**src/rtl/knap_pkg.sv**
```systemverilog
// ----------------------------------------------------------------------------
// knap_pkg
// Shared types and constants for the 0/1 knapsack dynamic-programming solver.
// ----------------------------------------------------------------------------
package knap_pkg;

    localparam int MAX_CAPACITY = 1023;
    localparam int ROW_DEPTH    = MAX_CAPACITY + 1;
    localparam int IDX_W        = $clog2(ROW_DEPTH);

    localparam int WEIGHT_W = 10;
    localparam int VALUE_W  = 16;
    localparam int CAP_W    = 10;
    localparam int BEST_W   = 32;

    localparam logic [CAP_W-1:0] CAP_RESET = CAP_W'(1023);

    localparam int QUEUE_DEPTH = 2;
    localparam int QPTR_W      = (QUEUE_DEPTH > 1) ? $clog2(QUEUE_DEPTH) : 1;
    localparam int QCNT_W      = $clog2(QUEUE_DEPTH + 1);

    typedef struct packed {
        logic               last;
        logic               skip;
        logic [IDX_W-1:0]   weight;
        logic [VALUE_W-1:0] value;
        logic [IDX_W-1:0]   cap;
    } cmd_t;

    typedef struct packed {
        logic init_done;
    } back_stat_t;

    typedef enum logic [2:0] {
        ST_IDLE,
        ST_SWEEP,
        ST_DRAIN,
        ST_FETCH,
        ST_WAIT,
        ST_CLEAR
    } back_state_t;

endpackage

```
**src/rtl/knap_front.sv**
```systemverilog
// ----------------------------------------------------------------------------
// knap_front
// Takes requests and capacity writes, classifies each request into a command.
// ----------------------------------------------------------------------------
module knap_front (
    input  logic                            aclk,
    input  logic                            aresetn,
    input  logic                            cfg_wr_en,
    input  logic [knap_pkg::CAP_W-1:0]      cfg_wr_data,
    input  logic                            s_valid,
    output logic                            s_ready,
    input  logic [knap_pkg::WEIGHT_W-1:0]   s_item_weight,
    input  logic [knap_pkg::VALUE_W-1:0]    s_item_value,
    input  logic                            s_last_item,
    input  knap_pkg::back_stat_t            back_stat,
    input  logic                            q_full,
    output logic                            q_push,
    output knap_pkg::cmd_t                  q_cmd
);
    import knap_pkg::*;

    logic [CAP_W-1:0] capacity_reg;
    logic [CAP_W-1:0] capacity_next;
    logic             heavy;

    always_comb begin
        capacity_next = cfg_wr_en ? cfg_wr_data : capacity_reg;
    end

    always_ff @(posedge aclk) begin
        if (!aresetn) begin
            capacity_reg <= CAP_RESET;
        end else begin
            capacity_reg <= capacity_next;
        end
    end

    assign heavy   = 32'(s_item_weight) > 32'(MAX_CAPACITY);
    assign s_ready = back_stat.init_done && !q_full;
    assign q_push  = s_valid && s_ready;

    always_comb begin
        q_cmd.last   = s_last_item;
        q_cmd.skip   = heavy;
        q_cmd.weight = IDX_W'(s_item_weight);
        q_cmd.value  = s_item_value;
        if (32'(capacity_reg) > 32'(MAX_CAPACITY)) begin
            q_cmd.cap = IDX_W'(MAX_CAPACITY);
        end else begin
            q_cmd.cap = IDX_W'(capacity_reg);
        end
    end

endmodule

```
**config.mk**
```make
export PLATFORM = sky130hd
export DESIGN_NAME = knap_front
export DESIGN_NICKNAME = d
export VERILOG_FILES = /design/src/rtl/knap_pkg.sv /design/src/rtl/knap_front.sv
export SDC_FILE = /design/constraint.sdc
export NUM_CORES = 1
export LEC_CHECK = 0
export ABC_CLOCK_PERIOD_IN_PS = 800
export BUFFER_PORTS_ARGS = -buffer_cell sky130_fd_sc_hd__buf_4
export CORE_MARGIN = 2
export CORE_UTILIZATION = 26
export CTS_CLUSTER_DIAMETER = 40
export DETAILED_ROUTE_END_ITERATION = 12
export PLACE_DENSITY = 0.74
export SETUP_SLACK_MARGIN = 0.15
export SYNTH_ARGS = -nofsm -noshare
export SYNTH_HDL_FRONTEND = slang
export SYNTH_SLANG_ARGS = --single-unit
```
**constraint.sdc**
```tcl
create_clock -name aclk -period 0.8 [get_ports aclk]
set_input_delay 0 -clock aclk [delete_from_list [all_inputs] [get_ports aclk]]
set_output_delay 0 -clock aclk [all_outputs]
set_load 0.05 [all_outputs]
```
# After elaboration in Yosys (flattened, before gate mapping)
# Cells that the tools add are included.
# Widths: inputs -> output; s select.
[totals]
reg_bits = 10
in_bits = 43
out_inout_bits = 40
wordCells = 4
[classes]
n_reduce_logical = 3
[ops]
columns = ["cell", "count"]
rows = [
  ["$logic_and 1x1->1", 2],
  ["$logic_not 1->1", 1],
]

# Longest topological paths before layout
[depth]
word_depth = 3
depth_mapped = 3

# Worst setup path before layout
# No wires, ideal clock.
[synth_timing]
path_type = "input port to output port"
startpoint = "in back_stat"
endpoint = "out q_push"
arrival_ps = 1272
path_slack_ps = -472
path_stages = 2
path_buffers = 0
path_cell_list = "nor2b_1 and2_1"
[synth_via]
elab_chain_len = 2
[synth_rtl]
columns = ["item", "line_no", "rtl"]
rows = [
  ["start, declared", "knap_front.sv:15", "input knap_pkg::back_stat_t back_stat,"],
  ["$logic_and 1x1->1", "knap_front.sv:39", "assign s_ready = back_stat.init_done && !q_full;"],
  ["$logic_and 1x1->1", "knap_front.sv:40", "assign q_push = s_valid && s_ready;"],
  ["end, declared", "knap_front.sv:17", "output logic q_push,"],
]
# Every way passes these cells.

# Worst setup path after layout
[layout_timing]
startpoint = "reg capacity_reg[4]"
endpoint = "out q_cmd[4] (netlist bit)"
[layout_lines]
columns = ["item", "line_no", "rtl"]
rows = [
  ["start, declared", "knap_front.sv:22", "logic [CAP_W-1:0] capacity_reg;"],
  ["start signal, assigned", "knap_front.sv:34", "capacity_reg <= capacity_next;"],
  ["end, declared", "knap_front.sv:18", "output knap_pkg::cmd_t q_cmd"],
]
# No word-level cell between the ends.

==> results.txt <==
- Result of the run: finished with violations
* Violated checks: negative hold slack
- Synthesized instance count: 63
- The number of nets in the synthesized netlist is 106.
* Maximum frequency from static timing analysis: 1330 MHz
* Wire per inst: about 12 um
- For this run the aggregate overflow at the end of global routing stands at 0.
- Routed Antenna Nets: 0
- Worst Setup Start Kind: flip-flop
- The worst path uses between 90% and 100% of the clock period.
* Number of detailed-route iterations in the first pass: 2
* Static leakage: 0.347 nW
- The internal power of the cells totals 0.861 mW.
- Starting Density: between 20% and 30%
- Worst-path maximum fanout: 2
- In this run the critical register-to-register path is captured at capacity_reg[5].
* Distinct cell type count after synthesis: 9
- Counting every sink on the clock net gives 10.
- In this run, CTS created clock tree buffers numbering 3.
* Top library cells by usage in the layout, fill and taps aside: buf_4 (17), mux2i_1 (10), nand2_1 (10), dfxtp_4 (10), buf_8 (10)
* Slowest cell on the critical path: dfxtp_4
* Number of buffers and inverters on the critical path: 1
* Util after Layout: 34.4%
- STA puts the critical path data required time at 0.80 ns.
- Count of maximum capacitance violations: 0
- Number of antenna violations at the first check in global routing: 0
- After synthesis the netlist holds a flip-flop and latch count of 10.
* Proportion of power drawn by flip-flops and latches: a little over two fifths
* Vias: approximately 380
- Sum Neg Setup Slack: 0 ns
- Time the final worst path needs with I/O delays and setup: between 0.7 and 0.8 ns
- In this run the tool buffered the top-level ports with 27 buffer cells.
- In this run switching power makes up a little under a third of total power.
- Across all register-to-register paths, the minimum setup slack is roughly 0.17 ns.
- TritonCTS clock tree: yes
- Number of warnings printed during yosys synthesis: 0
- Leaving out fill and tap cells, the most frequent cell in the layout is buf_4.
* Hold endpoint: capacity_reg[8]
* Core outline area: 0.00215 sq mm
- Number of DRC violations after detailed-routing iteration 0: 1
- Setup Buffers After CTS: 0
* Crit path largest cell delay: between 0.3 and 0.4 ns
* Final Hold Vio Count: 10
* Pre-CTS setup slack: about 0.17 ns
- Detailed-route wire length: 1.09 mm
- The min-delay analysis places its worst path in the category input port to flip-flop.
* I/O pin count: 83
- Setup crit end kind: output pin
- The critical path in this run is classified as flip-flop to output pin.
- Cells along the critical path: buf_8
- The number of global-route vias before repair was 354.
* Max-slew violation total from the final report: 0
- Worst clock skew: 0 ns
* Areal power density over the cells: around 1700 mW/mm^2
- After synthesis, flip-flops and latches occupy 34.6% of the total area.
* Worst slack on hold paths: -0.0574 ns
- The worst-case IR drop observed on VDD is 0.951 mV.
- The first global-routing pass estimated around 1.6 mm of wire.
* Area of the die: 0.00262 sq mm
- Averaged over all synthesized cells, the footprint is 9.20 sq um.
- Register-to-Register Path Depth: 2
- The worst hold path passes through 3 cells.
- The number of antenna diodes in the final layout is 0.
* Setup-violating endpoint count in the final report: 0
* Crit path DAT: between 0.7 and 0.8 ns
* Net count, final: ~110
* Fraction of power consumed by combinational cells: 28.7%
- The startpoint identified for the worst hold timing path is cfg_wr_data[8].
- Final WS setup: roughly 0.049 ns
* Clock power share: about 28%
- The area growth from synthesis to layout is 27.6%.
- After detailed routing, the number of remaining DRC violations is 0.
* Die Ht: roughly 51 um
* Clk_lat worst skew: ~0.25 ns
- CTS built an H-tree with a depth of 1.
- Detailed placement finished with a half-perimeter wire length of between 700 and 800 um.
- Clock transition time at the flip-flop clock pins of the worst setup and hold paths: 0.06 ns
- Routability Congestion: 0.531
- The die is 51.2 um wide.
- Max reg flops: 10
* Total routing usage reported by global routing: ~9%
- Source of the worst register-to-register timing path: capacity_reg[5]
* DR vias/cell: about 4.1
- Syn Std Cell Area: about 580 sq um
- RSZ-0062 raised after global routing: yes
* Largest delay share family, worst path: flip-flops
* Net switching power: roughly 0.38 mW
* Largest net degree at the start of global routing: 11
- Max Root-Sink Buffers: 2
- Cells with a size suffix above 1 make up between 60% and 70% of the layout.
- The root buffer cell chosen for the clock tree is clkbuf_4.
- Number of standard-cell rows in the floorplan: 17
-- power groups by stage --
stage	Combinational [mW]	Clock [mW]	Sequential, mW
floorplan	0.463	0	0.649
global route	0.375	0.397	0.546
detailed placement	0.319	0	0.542
CTS	0.360	0.376	0.543
global placement	0.314	0	0.541
finish	0.357	0.344	0.543
-- kinds of logic (layout without fill, tap and decap cells) --
| family | after synthesis | after routing | synth area share [%] |
|---|---|---|---|
| AND/OR/NAND/NOR | 12 | 12 | 8.64 |
| other | 1 | 1 | 0.647 |
| flip-flops | 10 | 10 | 34.6 |
| buffers and inverters | 30 | 31 | 38.9 |
| multiplexers | 10 | 10 | 17.3 |
-- per-layer routing --
| layer | up-vias | track usage [%] | part of all wire, % |
|---|---|---|---|
| li1 | 171 | - | - |
| met1 | 159 | 8.04 | 36 |
| met2 | 33 | 14.1 | 48 |
| met3 | 12 | 5.85 | 13 |
| met4 | 0 | 7.66 | 2.9 |
| met5 | - | 0 | 0 |
-- through the flow --
step | cells | cell area [sq um] | power [mW]
5_1_grt | 92 | 739 | 1.32
3_3_place_gp | 88 | 638 | 0.855
3_5_place_dp | 88 | 638 | 0.861
6_report | 92 | 739 | 1.24
4_1_cts | 92 | 739 | 1.28
2_1_floorplan | 63 | 626 | 1.11
-- worst max-delay path by stage --
stage	startpoint	to	slack [ns]	cells past startpoint
floorplan	capacity_reg[0]	capacity_reg[0]	0.11	2
global placement	capacity_reg[2]	capacity_reg[2]	0.19	2
detailed placement	capacity_reg[9]	capacity_reg[9]	0.17	2
CTS	capacity_reg[9]	q_cmd[9]	0.03	1
global route	capacity_reg[0]	q_cmd[0]	0.008	1
finish	capacity_reg[4]	q_cmd[4]	0.05	1
-- layout make-up --
class / count / area, sq um
clock buffers: 3 / 22.5
clock inverters: 1 / 3.75
fillers: 229 / 1410
multi-input cells: 23 / 163
flip-flops and latches: 10 / 238
well taps: 28 / 35.0
repair buffers: 27 / 278
-- cell usage after synthesis --
cell type  number  share of area, %
mux2i_1        10                17
and2_1          1               1.1
buf_4          28                36
buf_1           1              0.65
buf_6           1               1.9
conb_1          1              0.65
nand2_1        10               6.5
nor2b_1         1               1.1
dfxtp_1        10                35
-- worst min-delay path: cells and delay by family --
family	cells	cell delay, ns
buffers and inverters	1	0.08
and+or+nand+nor	1	0.05
muxes	1	0.05
-- what timing repair did --
action / in CTS / in global routing
resized for setup: 20 / 0
endpoints found under the setup margin: 10 / 18
pin swaps: 0 / 6
hold endpoints to repair: 10 / 10
(Power assumes the default switching activity.)
