[config.mk]
export PLATFORM = sky130hd
export DESIGN_NAME = knap_queue
export DESIGN_NICKNAME = d
export VERILOG_FILES = /design/src/rtl/knap_pkg.sv /design/src/rtl/knap_queue.sv
export SDC_FILE = /design/constraint.sdc
export NUM_CORES = 1
export LEC_CHECK = 0
export BUFFER_PORTS_ARGS = -buffer_cell sky130_fd_sc_hd__buf_2
export CAP_MARGIN = 0
export CORE_UTILIZATION = 46
export DETAILED_ROUTE_END_ITERATION = 10
export PLACE_DENSITY = 0.85
export SETUP_SLACK_MARGIN = 0.2
export SLEW_MARGIN = 20
export SYNTH_ARGS = -nofsm -noshare
export SYNTH_HDL_FRONTEND = slang
export SYNTH_SLANG_ARGS = --single-unit
export TNS_END_PERCENT = 1
[constraint.sdc]
create_clock -name aclk -period 2.4 [get_ports aclk]
set_input_delay 0.24 -clock aclk [delete_from_list [all_inputs] [get_ports aclk]]
set_output_delay 0.24 -clock aclk [all_outputs]
set_load 0.02 [all_outputs]
[src/rtl/knap_pkg.sv]
// ----------------------------------------------------------------------------
// knap_pkg
// Shared types and constants for the 0/1 knapsack dynamic-programming solver.
// ----------------------------------------------------------------------------
package knap_pkg;

    localparam int MAX_CAPACITY = 1023;
    localparam int ROW_DEPTH    = MAX_CAPACITY + 1;
    localparam int IDX_W        = $clog2(ROW_DEPTH);

    localparam int WEIGHT_W = 10;
    localparam int VALUE_W  = 16;
    localparam int CAP_W    = 10;
    localparam int BEST_W   = 32;

    localparam logic [CAP_W-1:0] CAP_RESET = CAP_W'(1023);

    localparam int QUEUE_DEPTH = 2;
    localparam int QPTR_W      = (QUEUE_DEPTH > 1) ? $clog2(QUEUE_DEPTH) : 1;
    localparam int QCNT_W      = $clog2(QUEUE_DEPTH + 1);

    typedef struct packed {
        logic               last;
        logic               skip;
        logic [IDX_W-1:0]   weight;
        logic [VALUE_W-1:0] value;
        logic [IDX_W-1:0]   cap;
    } cmd_t;

    typedef struct packed {
        logic init_done;
    } back_stat_t;

    typedef enum logic [2:0] {
        ST_IDLE,
        ST_SWEEP,
        ST_DRAIN,
        ST_FETCH,
        ST_WAIT,
        ST_CLEAR
    } back_state_t;

endpackage

[src/rtl/knap_queue.sv]
// ----------------------------------------------------------------------------
// knap_queue
// Short command queue between the front and back ends.
// ----------------------------------------------------------------------------
module knap_queue (
    input  logic           aclk,
    input  logic           aresetn,
    input  logic           push,
    input  knap_pkg::cmd_t push_data,
    output logic           full,
    input  logic           pop,
    output logic           pop_valid,
    output knap_pkg::cmd_t pop_data
);
    import knap_pkg::*;

    cmd_t              entry_reg [QUEUE_DEPTH];
    logic [QPTR_W-1:0] wr_ptr_reg;
    logic [QPTR_W-1:0] wr_ptr_next;
    logic [QPTR_W-1:0] rd_ptr_reg;
    logic [QPTR_W-1:0] rd_ptr_next;
    logic [QCNT_W-1:0] count_reg;
    logic [QCNT_W-1:0] count_next;
    logic              do_push;
    logic              do_pop;

    assign full      = count_reg == QCNT_W'(QUEUE_DEPTH);
    assign pop_valid = count_reg != '0;
    assign pop_data  = entry_reg[rd_ptr_reg];
    assign do_push   = push && !full;
    assign do_pop    = pop && pop_valid;

    always_comb begin
        wr_ptr_next = wr_ptr_reg;
        rd_ptr_next = rd_ptr_reg;
        count_next  = count_reg;
        if (do_push) begin
            wr_ptr_next = (wr_ptr_reg == QPTR_W'(QUEUE_DEPTH - 1)) ? '0
                                                                  : wr_ptr_reg + QPTR_W'(1);
        end
        if (do_pop) begin
            rd_ptr_next = (rd_ptr_reg == QPTR_W'(QUEUE_DEPTH - 1)) ? '0
                                                                  : rd_ptr_reg + QPTR_W'(1);
        end
        if (do_push && !do_pop) begin
            count_next = count_reg + QCNT_W'(1);
        end else if (do_pop && !do_push) begin
            count_next = count_reg - QCNT_W'(1);
        end
    end

    always_ff @(posedge aclk) begin
        if (!aresetn) begin
            wr_ptr_reg <= '0;
            rd_ptr_reg <= '0;
            count_reg  <= '0;
        end else begin
            wr_ptr_reg <= wr_ptr_next;
            rd_ptr_reg <= rd_ptr_next;
            count_reg  <= count_next;
        end
    end

    always_ff @(posedge aclk) begin
        if (do_push) begin
            entry_reg[wr_ptr_reg] <= push_data;
        end
    end

endmodule

Word-level counts from Yosys, hierarchy flattened
Memory sizes are Yosys's and may differ from the RTL's. A register that Yosys moved wholly into a read port is not among the register bits.
Cells that the tools add are included.
{"block": "word_totals", "regBits": 4, "word_cells": 26, "n_memories": 1, "ram_bits": 76, "in_bits": 42}
{"block": "op_classes", "eq_ne": 1, "add_sub_neg": 4, "n_mux": 8, "reduce_logical": 9}
{"memory": "entry_reg", "words": 2, "width": 38, "rd": 1, "rd_ports_with_merged_regs": 1, "wr": 1, "line": "knap_queue.sv:17", "source": "cmd_t entry_reg [QUEUE_DEPTH];"}
{"cell": "$mux W1", "count": 6}
{"cell": "$logic_and A1 B1 Y1", "count": 4}
{"cell": "$mux W2", "count": 2}
{"cell": "$reduce_bool A2 Y1", "count": 2}
{"cell": "$logic_not A1 Y1", "count": 3}
{"cell": "$add A1 B1 Y1 const B", "count": 2}
{"cell": "$add A2 B1 Y2 const B", "count": 1}
{"cell": "$eq A2 B2 Y1 const B", "count": 1}
{"cell": "$sub A2 B1 Y2 const B", "count": 1}

Depth between registers and ports, before layout
Gate-level depths: netlist of run 1.
{"block": "depth", "word_depth": 7, "ltp_mapped": 7, "mapped_depth_nobuf": 7}

Worst setup path after synthesis of run 1
Ideal clock, no wire load.
{"block": "synth_timing", "path_kind": "flip-flop to flip-flop", "from": "register count_reg[0]", "to": "memory entry_reg[0][0] (netlist bit), enable pin", "stages_incl_launch_ff": 4, "required_ns": 1.972, "period_less_slack_ns": 2.565, "n_path_buf": 0, "t_arrival_ns": 2.136, "path_slack_ns": -0.165, "cell_sequence": "dfxtp_1 -> nand2b_1 -> inv_2 -> nor3_2"}
{"block": "synth_via", "elab_chain_cells": 5}
{"item": "start: declaration", "line": "knap_queue.sv:22", "source": "logic [QCNT_W-1:0] count_reg;"}
{"item": "start signal: assignment", "line": "knap_queue.sv:60", "source": "count_reg <= count_next;"}
{"item": "$eq A2 B2 Y1", "line": "knap_queue.sv:27", "source": "assign full = count_reg == QCNT_W'(QUEUE_DEPTH);"}
{"item": "named net full", "line": "knap_queue.sv:10", "source": "output logic full,"}
{"item": "$logic_not A1 Y1", "line": "knap_queue.sv:30", "source": "assign do_push = push && !full;"}
{"item": "$logic_and A1 B1 Y1", "line": "knap_queue.sv:30"}
{"item": "$mux W1", "line": "knap_queue.sv:65", "source": "if (do_push) begin"}
{"item": "$mux W1 (not written as such)", "line": "knap_queue.sv:66", "source": "entry_reg[wr_ptr_reg] <= push_data;"}
{"item": "end: declaration", "line": "knap_queue.sv:17"}
The timed path passes the listed nets, and every way through them passes these cells.

==> results.py, run 1 <==
metrics = {
    "outcome": {
        "outcome": "finished clean",
    },
    "worst_setup_path": {
        "critPathLaunchType": "flop",
        "critPathTopFamily": "flip-flops",
        "cp-end-kind": "output port",
        "max_stage_delay_ps": 480,
        "critPathMaxFanout": 30,
        "worstPathArrival_ps": 1600,
        "cp.required_ps": 2160,
        "path_cells": "buf_12 > mux2_2 > buf_2",
        "critPathBufInv": 2,
        "crit_type": "reg2out",
        "crit_slowest_cell": "dfxtp_2",
        "r2r_start": "count_reg[0]",
    },
    "logic_synthesis": {
        "synth_xor_area_share_pct": 0.882,
        "synth-simple-area-share_pct": 1.93,
        "synthAdderAreaFrac_pct": 0.420,
        "syn_inst": 143,
        "synth_compound_area_share_pct": 1.09,
        "synth_seq_cells": 81,
        "avgSynthCellArea_um2": 20.8,
        "synth.distinct_cells": 23,
        "synth_mux_area_share_pct": 14.4,
        "synth_top_family_by_area": "multiplexers",
        "synth_warnings": 0,
        "ys_seq_area_share_pct": 80.0,
        "syn-num-nets": 186,
        "syn_area_um2": 2980,
    },
    "timing": {
        "fin_crit_sh_pct": 76.6,
        "finalSetupViolCount": 0,
        "fmax_mhz": 544,
        "final.setup_skew_ps": 6.42,
        "fin_tns_setup_ps": 0,
        "hold_viol": 0,
        "grt_setup_unrepaired": "false",
        "drv_slew": 0,
        "max-slew-margin-rel_pct": 75.4,
        "post-route-min-period_ps": 1840,
        "worstMarginPinSlew_ps": 369,
    },
    "cts": {
        "cts_resized": 0,
        "cts-buffers-inserted": 9,
        "cts_num_sinks": 81,
        "cts_tree": "built",
        "clkLatencyLatePin_ps": 330,
        "ctsHtreeMaxLevel": 3,
        "cts_root_buf": "clkbuf_8",
        "cts-hold-fix-buffers": 0,
        "postCtsSetupBuffers": 0,
        "clk_pin_slew_ps": 80,
        "clock_tree.buffer_depth": 2,
    },
    "place": {
        "dpl_cell_area_um2": 3510,
        "portBuffers": 81,
        "gp_congestion": 0.665,
        "dp.cells": 299,
        "hpwl_mm": 3.42,
    },
    "power": {
        "leakage_nw": 1.39,
        "ir_drop_mv": 0.640,
        "p_per_area_nw_per_um2": 1040,
    },
    "die": {
        "die_width_um": 82.5,
        "die_area_um2": 6800,
        "core_um2": 6100,
        "row_count": 28,
        "die_h_um": 82.5,
        "ios": 82,
        "floorplan.initialDensity_pct": 48.9,
    },
    "global_routing": {
        "grt_pass1_vias": 1448,
        "grt_usage_pct": 15.0,
        "overflow": 0,
        "grt_max_degree": 31,
        "antenna_found_initial": 0,
        "grt_pass1_wl_mm": 7.11,
    },
    "route": {
        "viasPerCell": 4.86,
        "routedWlPerCell_um": 15.6,
        "drc_errors": 0,
        "dr.first_iter.drc_count": 111,
        "firstDrtPassIters": 4,
        "num_vias": 1525,
        "ant_nets": 0,
        "routed_wl_mm": 4.88,
    },
    "cells_and_area": {
        "multiInputGateArea_um2": 564,
        "final_nets": 278,
        "final.fill_count": 455,
        "antenna_cells": 0,
        "stdcell_count": 314,
        "layout.area.seq_um2": 2380,
        "stdcell_area_um2": 3670,
        "largest_reg_flops": 76,
        "area_growth_pct": 23.2,
        "final_common_cell": "buf_2",
        "layout_common_cells": "buf_2, edfxtp_1, mux2_1",
        "drive_gt1_share_pct": 51.5,
    },
    "min_path": {
        "min-delay-start": "push_data[26]",
        "hold_path_class": "in2reg",
    },
    "run": {
        "maxCapViolCount": 0,
    },
}
layer usage:
layer  wire length [um]  vias up  share of wire (%)  GRT usage [%]
met1               2150      714                 44           19.7
met2               2290       63                 47           22.8
met5                  0        -                  0              0
met3                374       11                7.7           4.51
li1                   -      737                  -              -
met4                 75        0                1.5           7.37
through the flow:
step                      hold slack, ps  setup slack (ps)  utilization, %  power [mW]
final                               93.1               561            60.2        3.80
after global routing                69.5               510            60.2        3.99
after CTS                           74.1               541            60.2        3.85
after detailed placement             431               803            57.6        3.04
after global placement               430               859            57.6        3.01
after floorplan                      339               420               -        2.67
area by class of cell:
type	instances	area share [%]
flip-flops and latches	81	65.0
multi-input cells	56	15.4
repair buffers	85	12.5
clock buffers	9	3.38
well taps	75	2.56
clock inverters	6	0.989
inverters	2	0.205
worst paths after layout:
check                      to  depth (start not counted)  slack [ps]
max              pop_data[33]                          3         560
min reg2reg      count_reg[1]                          2         530
min          entry_reg[0][26]                          1          90
max reg2reg      count_reg[1]                          6         810
synthesized netlist by cell type:
| master | instances | area share (%) |
|---|---|---|
| and3_1 | 1 | 0.21 |
| o21ai_0 | 1 | 0.17 |
| inv_1 | 1 | 0.13 |
| or3_1 | 1 | 0.21 |
| o21a_1 | 1 | 0.25 |
| o21ai_1 | 1 | 0.17 |
| and2_1 | 3 | 0.63 |
| buf_6 | 2 | 0.76 |
| inv_2 | 1 | 0.13 |
| mux2_2 | 18 | 6.8 |
| nor3_2 | 1 | 0.34 |
| ha_1 | 1 | 0.42 |
| a21boi_0 | 1 | 0.25 |
| a21boi_1 | 1 | 0.25 |
| edfxtp_1 | 76 | 77 |
| dfxtp_1 | 5 | 3.4 |
| mux2_1 | 20 | 7.6 |
| nand2b_1 | 1 | 0.21 |
| nor2_1 | 1 | 0.13 |
| or2_2 | 1 | 0.21 |
| xor2_1 | 1 | 0.29 |
| xnor2_1 | 2 | 0.59 |
| buf_2 | 2 | 0.34 |
kinds of logic after synthesis:
logic type	count (synthesis)
flops	81
fa+ha+maj	1
xor+xnor	3
simple gates	9
mux	38
buf+inv	6
compound gates	5
report_power, final:
group	switching, mW	total, mW	internal [mW]
Clock	0.440	0.804	0.364
Combinational	0.673	1.14	0.468
Sequential	0.0791	1.86	1.78
(Power assumes the default switching activity.)
==> run 2: changes to the inputs <==
- CORE_UTILIZATION: 46 -> 51
- PLACE_DENSITY: 0.85 -> 0.89
- clock period: 2.4 -> 1.92 ns (I/O delays scaled with it)
==> run 2 against run 1 <==
  * Sequential power rose by 24%
  * Via count fell by 0.13%
  * Clock skew fell by 0.54 ps
  * Clock-buffer cell count did not move
  * Utilization rose by 6.0 points
  * Power rose by 27%
==> results.py, run 2 (synthesis gave the netlist of run 1 again) <==
metrics = {
    "die": {
        "die_h_um": 78.4,
        "core_um2": 5570,
        "floorplan.initialDensity_pct": 53.4,
        "die_width_um": 78.4,
        "ios": 82,
        "row_count": 27,
        "die_area_um2": 6150,
    },
    "timing": {
        "hold-worst-slack_ps": 48.6,
        "fin_tns_setup_ps": 0,
        "finalSetupViolCount": 0,
        "drv_slew": 0,
        "worstMarginPinSlew_ps": 225,
        "max-slew-margin-rel_pct": 85.0,
        "grt_setup_unrepaired": "false",
        "worst_slack_ps": 273,
        "fin_crit_sh_pct": 85.8,
        "post-route-min-period_ps": 1650,
        "fmax_mhz": 607,
        "hold_viol": 0,
        "final.setup_skew_ps": 5.88,
    },
    "route": {
        "ant_nets": 0,
        "routedWlPerCell_um": 15.3,
        "drc_errors": 0,
        "viasPerCell": 4.90,
        "dr.first_iter.drc_count": 74,
        "num_vias": 1523,
        "firstDrtPassIters": 4,
        "routed_wl_mm": 4.76,
    },
    "global_routing": {
        "grt_pass1_vias": 1552,
        "overflow": 0,
        "antenna_found_initial": 0,
        "grt_pass1_wl_mm": 7.13,
        "grt_max_degree": 39,
        "grt_usage_pct": 15.6,
    },
    "cts": {
        "ctsHtreeMaxLevel": 3,
        "clkLatencyLatePin_ps": 330,
        "cts_root_buf": "clkbuf_8",
        "cts_resized": 0,
        "cts_tree": "built",
        "cts_num_sinks": 81,
        "clk_pin_slew_ps": 80,
        "cts-hold-fix-buffers": 0,
        "postCtsSetupBuffers": 0,
        "cts-buffers-inserted": 9,
        "clock_tree.buffer_depth": 2,
    },
    "cells_and_area": {
        "utilization_pct": 66.2,
        "final_nets": 277,
        "layout.area.seq_um2": 2380,
        "stdcell_count": 311,
        "area_growth_pct": 23.9,
        "layout_common_cells": "buf_2, edfxtp_1, mux2_1",
        "largest_reg_flops": 76,
        "final.fill_count": 394,
        "stdcell_area_um2": 3690,
        "antenna_cells": 0,
        "drive_gt1_share_pct": 51.5,
        "multiInputGateArea_um2": 572,
        "final_common_cell": "buf_2",
    },
    "worst_setup_path": {
        "critPathLaunchType": "flop",
        "cp.required_ps": 1730,
        "r2r_start": "count_reg[1]",
        "crit_type": "reg2out",
        "reg2reg_to": "count_reg[1]",
        "worstPathArrival_ps": 1460,
        "critPathMaxFanout": 38,
        "rr_worst_depth": 6,
        "rrSetupSlack_ps": 380,
        "cp-end-kind": "output port",
        "crit_end": "pop_data[27]",
    },
    "run": {
        "maxCapViolCount": 0,
    },
    "power": {
        "p_per_area_nw_per_um2": 1310,
        "p_total_mw": 4.85,
        "ir_drop_mv": 1.04,
        "leakage_nw": 1.39,
    },
    "min_path": {
        "hold_path_class": "in2reg",
    },
    "outcome": {
        "outcome": "finished clean",
    },
    "place": {
        "dpl_cell_area_um2": 3520,
        "gp_congestion": 0.697,
        "portBuffers": 81,
        "dp_slack_ps": 387,
        "dp.cells": 295,
        "hpwl_mm": 3.12,
    },
}
-- run 2: changes by cell type in the layout (fill, tap and decap cells not counted), moves of 2 or more --
cell	change
clkinv_2	-3
buf_4	-2
clkinv_1	+2
inv_6	+2
-- run 2: routing by layer --
layer  track usage, %  up-vias  part of all wire, %
met3             4.65        8                  6.8
li1                 -      738                    -
met1             18.4      714                   42
met2             26.3       63                   49
met4             7.41        0                  1.4
met5                0        -                    0
-- run 2: cell type report --
type                       instances  area share, %
clock buffer                       9           3.36
tap                               72           2.44
clock inverter                     7           1.22
timing repair buffer              84           12.6
sequential                        81           64.6
multi-input combinational         56           15.5
inverter                           2          0.271
-- run 2: worst min path at each step --
stage                        from               end  slack [ps]  depth (start not counted)
floorplan            push_data[0]   entry_reg[0][0]         290                          0
global placement     push_data[3]   entry_reg[0][3]         380                          1
detailed placement  push_data[23]  entry_reg[1][23]         380                          1
CTS                 push_data[28]  entry_reg[1][28]          40                          1
global route        push_data[32]  entry_reg[0][32]          30                          1
finish              push_data[28]  entry_reg[1][28]          50                          1
-- run 2: power breakdown --
part,total (mW),switching [mW],leakage [nW],internal (mW)
clock,1.06,0.593,0.0811,0.468
combinational,1.48,0.874,0.558,0.608
sequential,2.30,0.0811,0.752,2.22
-- run 2: worst max-delay path: stages, from the launching register on --
cell and delay (ps):
dfxtp_2 350, buf_12 230, mux2_2 380, buf_2 160
==> run 3: changes to the inputs <==
- CORE_MARGIN: default -> 2
==> run 3 against run 2 <==
  * Register-to-register slack improved by 20 ps
  * Power increased by 2.2%
  * Setup slack improved by 8.4 ps
  * Critical endpoint is now pop_data[2]
  * Critical path depth unchanged
  * Wire length increased by 4.7%
  * Clock skew about the same
  * Global-route usage increased by 0.25 points
  * Die area increased by 5.2%
  * Final cell count increased by 1.3%
  * Sequential share of layout area decreased by 0.84 points
  * Utilization increased by 0.94 points
  * Clock power increased by 4%
==> results.py, run 3 (synthesis gave the netlist of run 1 again) <==
metrics = {
    "outcome": {
        "outcome": "finished clean",
    },
    "timing": {
        "fin_tns_setup_ps": 0,
        "hold_viol": 0,
        "post-route-min-period_ps": 1640,
        "hold-worst-slack_ps": 53.6,
        "fin_crit_sh_pct": 85.4,
        "grt_setup_unrepaired": "false",
        "worst_slack_ps": 281,
        "drv_slew": 0,
        "final.setup_skew_ps": 5.97,
        "worstMarginPinSlew_ps": 377,
        "fmax_mhz": 610,
        "finalSetupViolCount": 0,
        "max-slew-margin-rel_pct": 74.9,
    },
    "route": {
        "ant_nets": 0,
        "dr.first_iter.drc_count": 50,
        "viasPerCell": 4.98,
        "firstDrtPassIters": 4,
        "num_vias": 1568,
        "routed_wl_mm": 4.98,
        "routedWlPerCell_um": 15.8,
        "drc_errors": 0,
    },
    "worst_setup_path": {
        "critPathTopFamily": "flip-flops",
        "critPathMaxFanout": 14,
        "rrSetupSlack_ps": 400,
        "worstPathArrival_ps": 1450,
        "critPathBufInv": 2,
        "cp.required_ps": 1730,
        "reg2reg_to": "count_reg[1]",
        "r2r_start": "count_reg[1]",
        "rr_worst_depth": 6,
        "max_stage_delay_ps": 430,
        "crit_slowest_cell": "dfxtp_4",
        "crit_type": "reg2out",
        "critPathLaunchType": "flop",
        "cp-end-kind": "output port",
        "path_cells": "clkbuf_16 > mux2_1 > buf_2",
    },
    "min_path": {
        "hold_path_end": "entry_reg[1][30]",
        "min-delay-start": "push_data[30]",
        "hold_depth": 1,
        "hold_path_class": "in2reg",
    },
    "place": {
        "dp_slack_ps": 398,
        "dpl_cell_area_um2": 3520,
        "gp_congestion": 0.709,
        "hpwl_mm": 3.44,
        "portBuffers": 81,
        "dp.cells": 296,
    },
    "cts": {
        "cts_num_sinks": 81,
        "clkLatencyLatePin_ps": 320,
        "cts-buffers-inserted": 9,
        "clock_tree.buffer_depth": 2,
        "ctsHtreeMaxLevel": 3,
        "cts_root_buf": "clkbuf_8",
        "clk_pin_slew_ps": 70,
        "cts_tree": "built",
    },
    "global_routing": {
        "grt_pass1_vias": 1589,
        "grt_usage_pct": 15.9,
        "antenna_found_initial": 0,
        "grt_pass1_wl_mm": 7.36,
        "overflow": 0,
        "grt_max_degree": 30,
    },
    "power": {
        "p_total_mw": 4.95,
        "leakage_nw": 1.42,
        "ir_drop_mv": 0.850,
        "p_per_area_nw_per_um2": 1320,
    },
    "run": {
        "maxCapViolCount": 0,
    },
    "cells_and_area": {
        "final_common_cell": "buf_2",
        "stdcell_area_um2": 3740,
        "final_nets": 282,
        "layout_common_cells": "buf_2, edfxtp_1, mux2_1",
        "antenna_cells": 0,
        "stdcell_count": 315,
        "utilization_pct": 67.2,
        "drive_gt1_share_pct": 51.4,
        "largest_reg_flops": 76,
        "area_growth_pct": 25.7,
    },
    "die": {
        "die_area_um2": 6470,
        "die_h_um": 80.4,
        "core_um2": 5570,
        "row_count": 27,
        "die_width_um": 80.4,
        "floorplan.initialDensity_pct": 53.4,
        "ios": 82,
    },
}
-- run 3: worst max path at each step --
stage | startpoint | to | slack [ps] | cells after the start
floorplan | count_reg[0] | entry_reg[0][0] | -20 | 3
global placement | count_reg[0] | entry_reg[1][28] | 470 | 3
detailed placement | count_reg[1] | count_reg[1] | 400 | 6
CTS | flop | pop_data[32] | 200 | 3
global route | flop | pop_data[2] | 230 | 3
finish | flop | pop_data[2] | 280 | 3
-- run 3: metal layers --
metal  vias up  share of wire, %  wire length (um)  GRT usage (%)
li1        746                 -                 -              -
met4         0              0.84                42           7.29
met5         -                 0                 0              0
met1       766                40              2010           17.9
met3         7               5.0               247           4.38
met2        49                54              2680           28.0
-- run 3: final cells by class --
class | instances | area (um2)
sequential | 81 | 2390
fill | 400 | 1830
multi-input combinational | 56 | 572
timing repair buffer | 89 | 508
clock buffer | 11 | 131
tap | 72 | 90.1
clock inverter | 4 | 45.0
inverter | 2 | 10.0
-- run 3: what timing repair did --
item | CTS | global route
cloned | 0 | 1
hold buffers | 0 | 0
setup buffers | 0 | 3
resized for setup | 1 | 0
setup endpoints to repair | 29 | 29
-- run 3: power breakdown --
group	leakage (nW)	internal [mW]	switching [mW]	total [mW]
logic	0.586	0.658	0.862	1.52
registers	0.752	2.23	0.106	2.33
clock network	0.0845	0.586	0.512	1.10
total	1.42	3.47	1.48	4.95
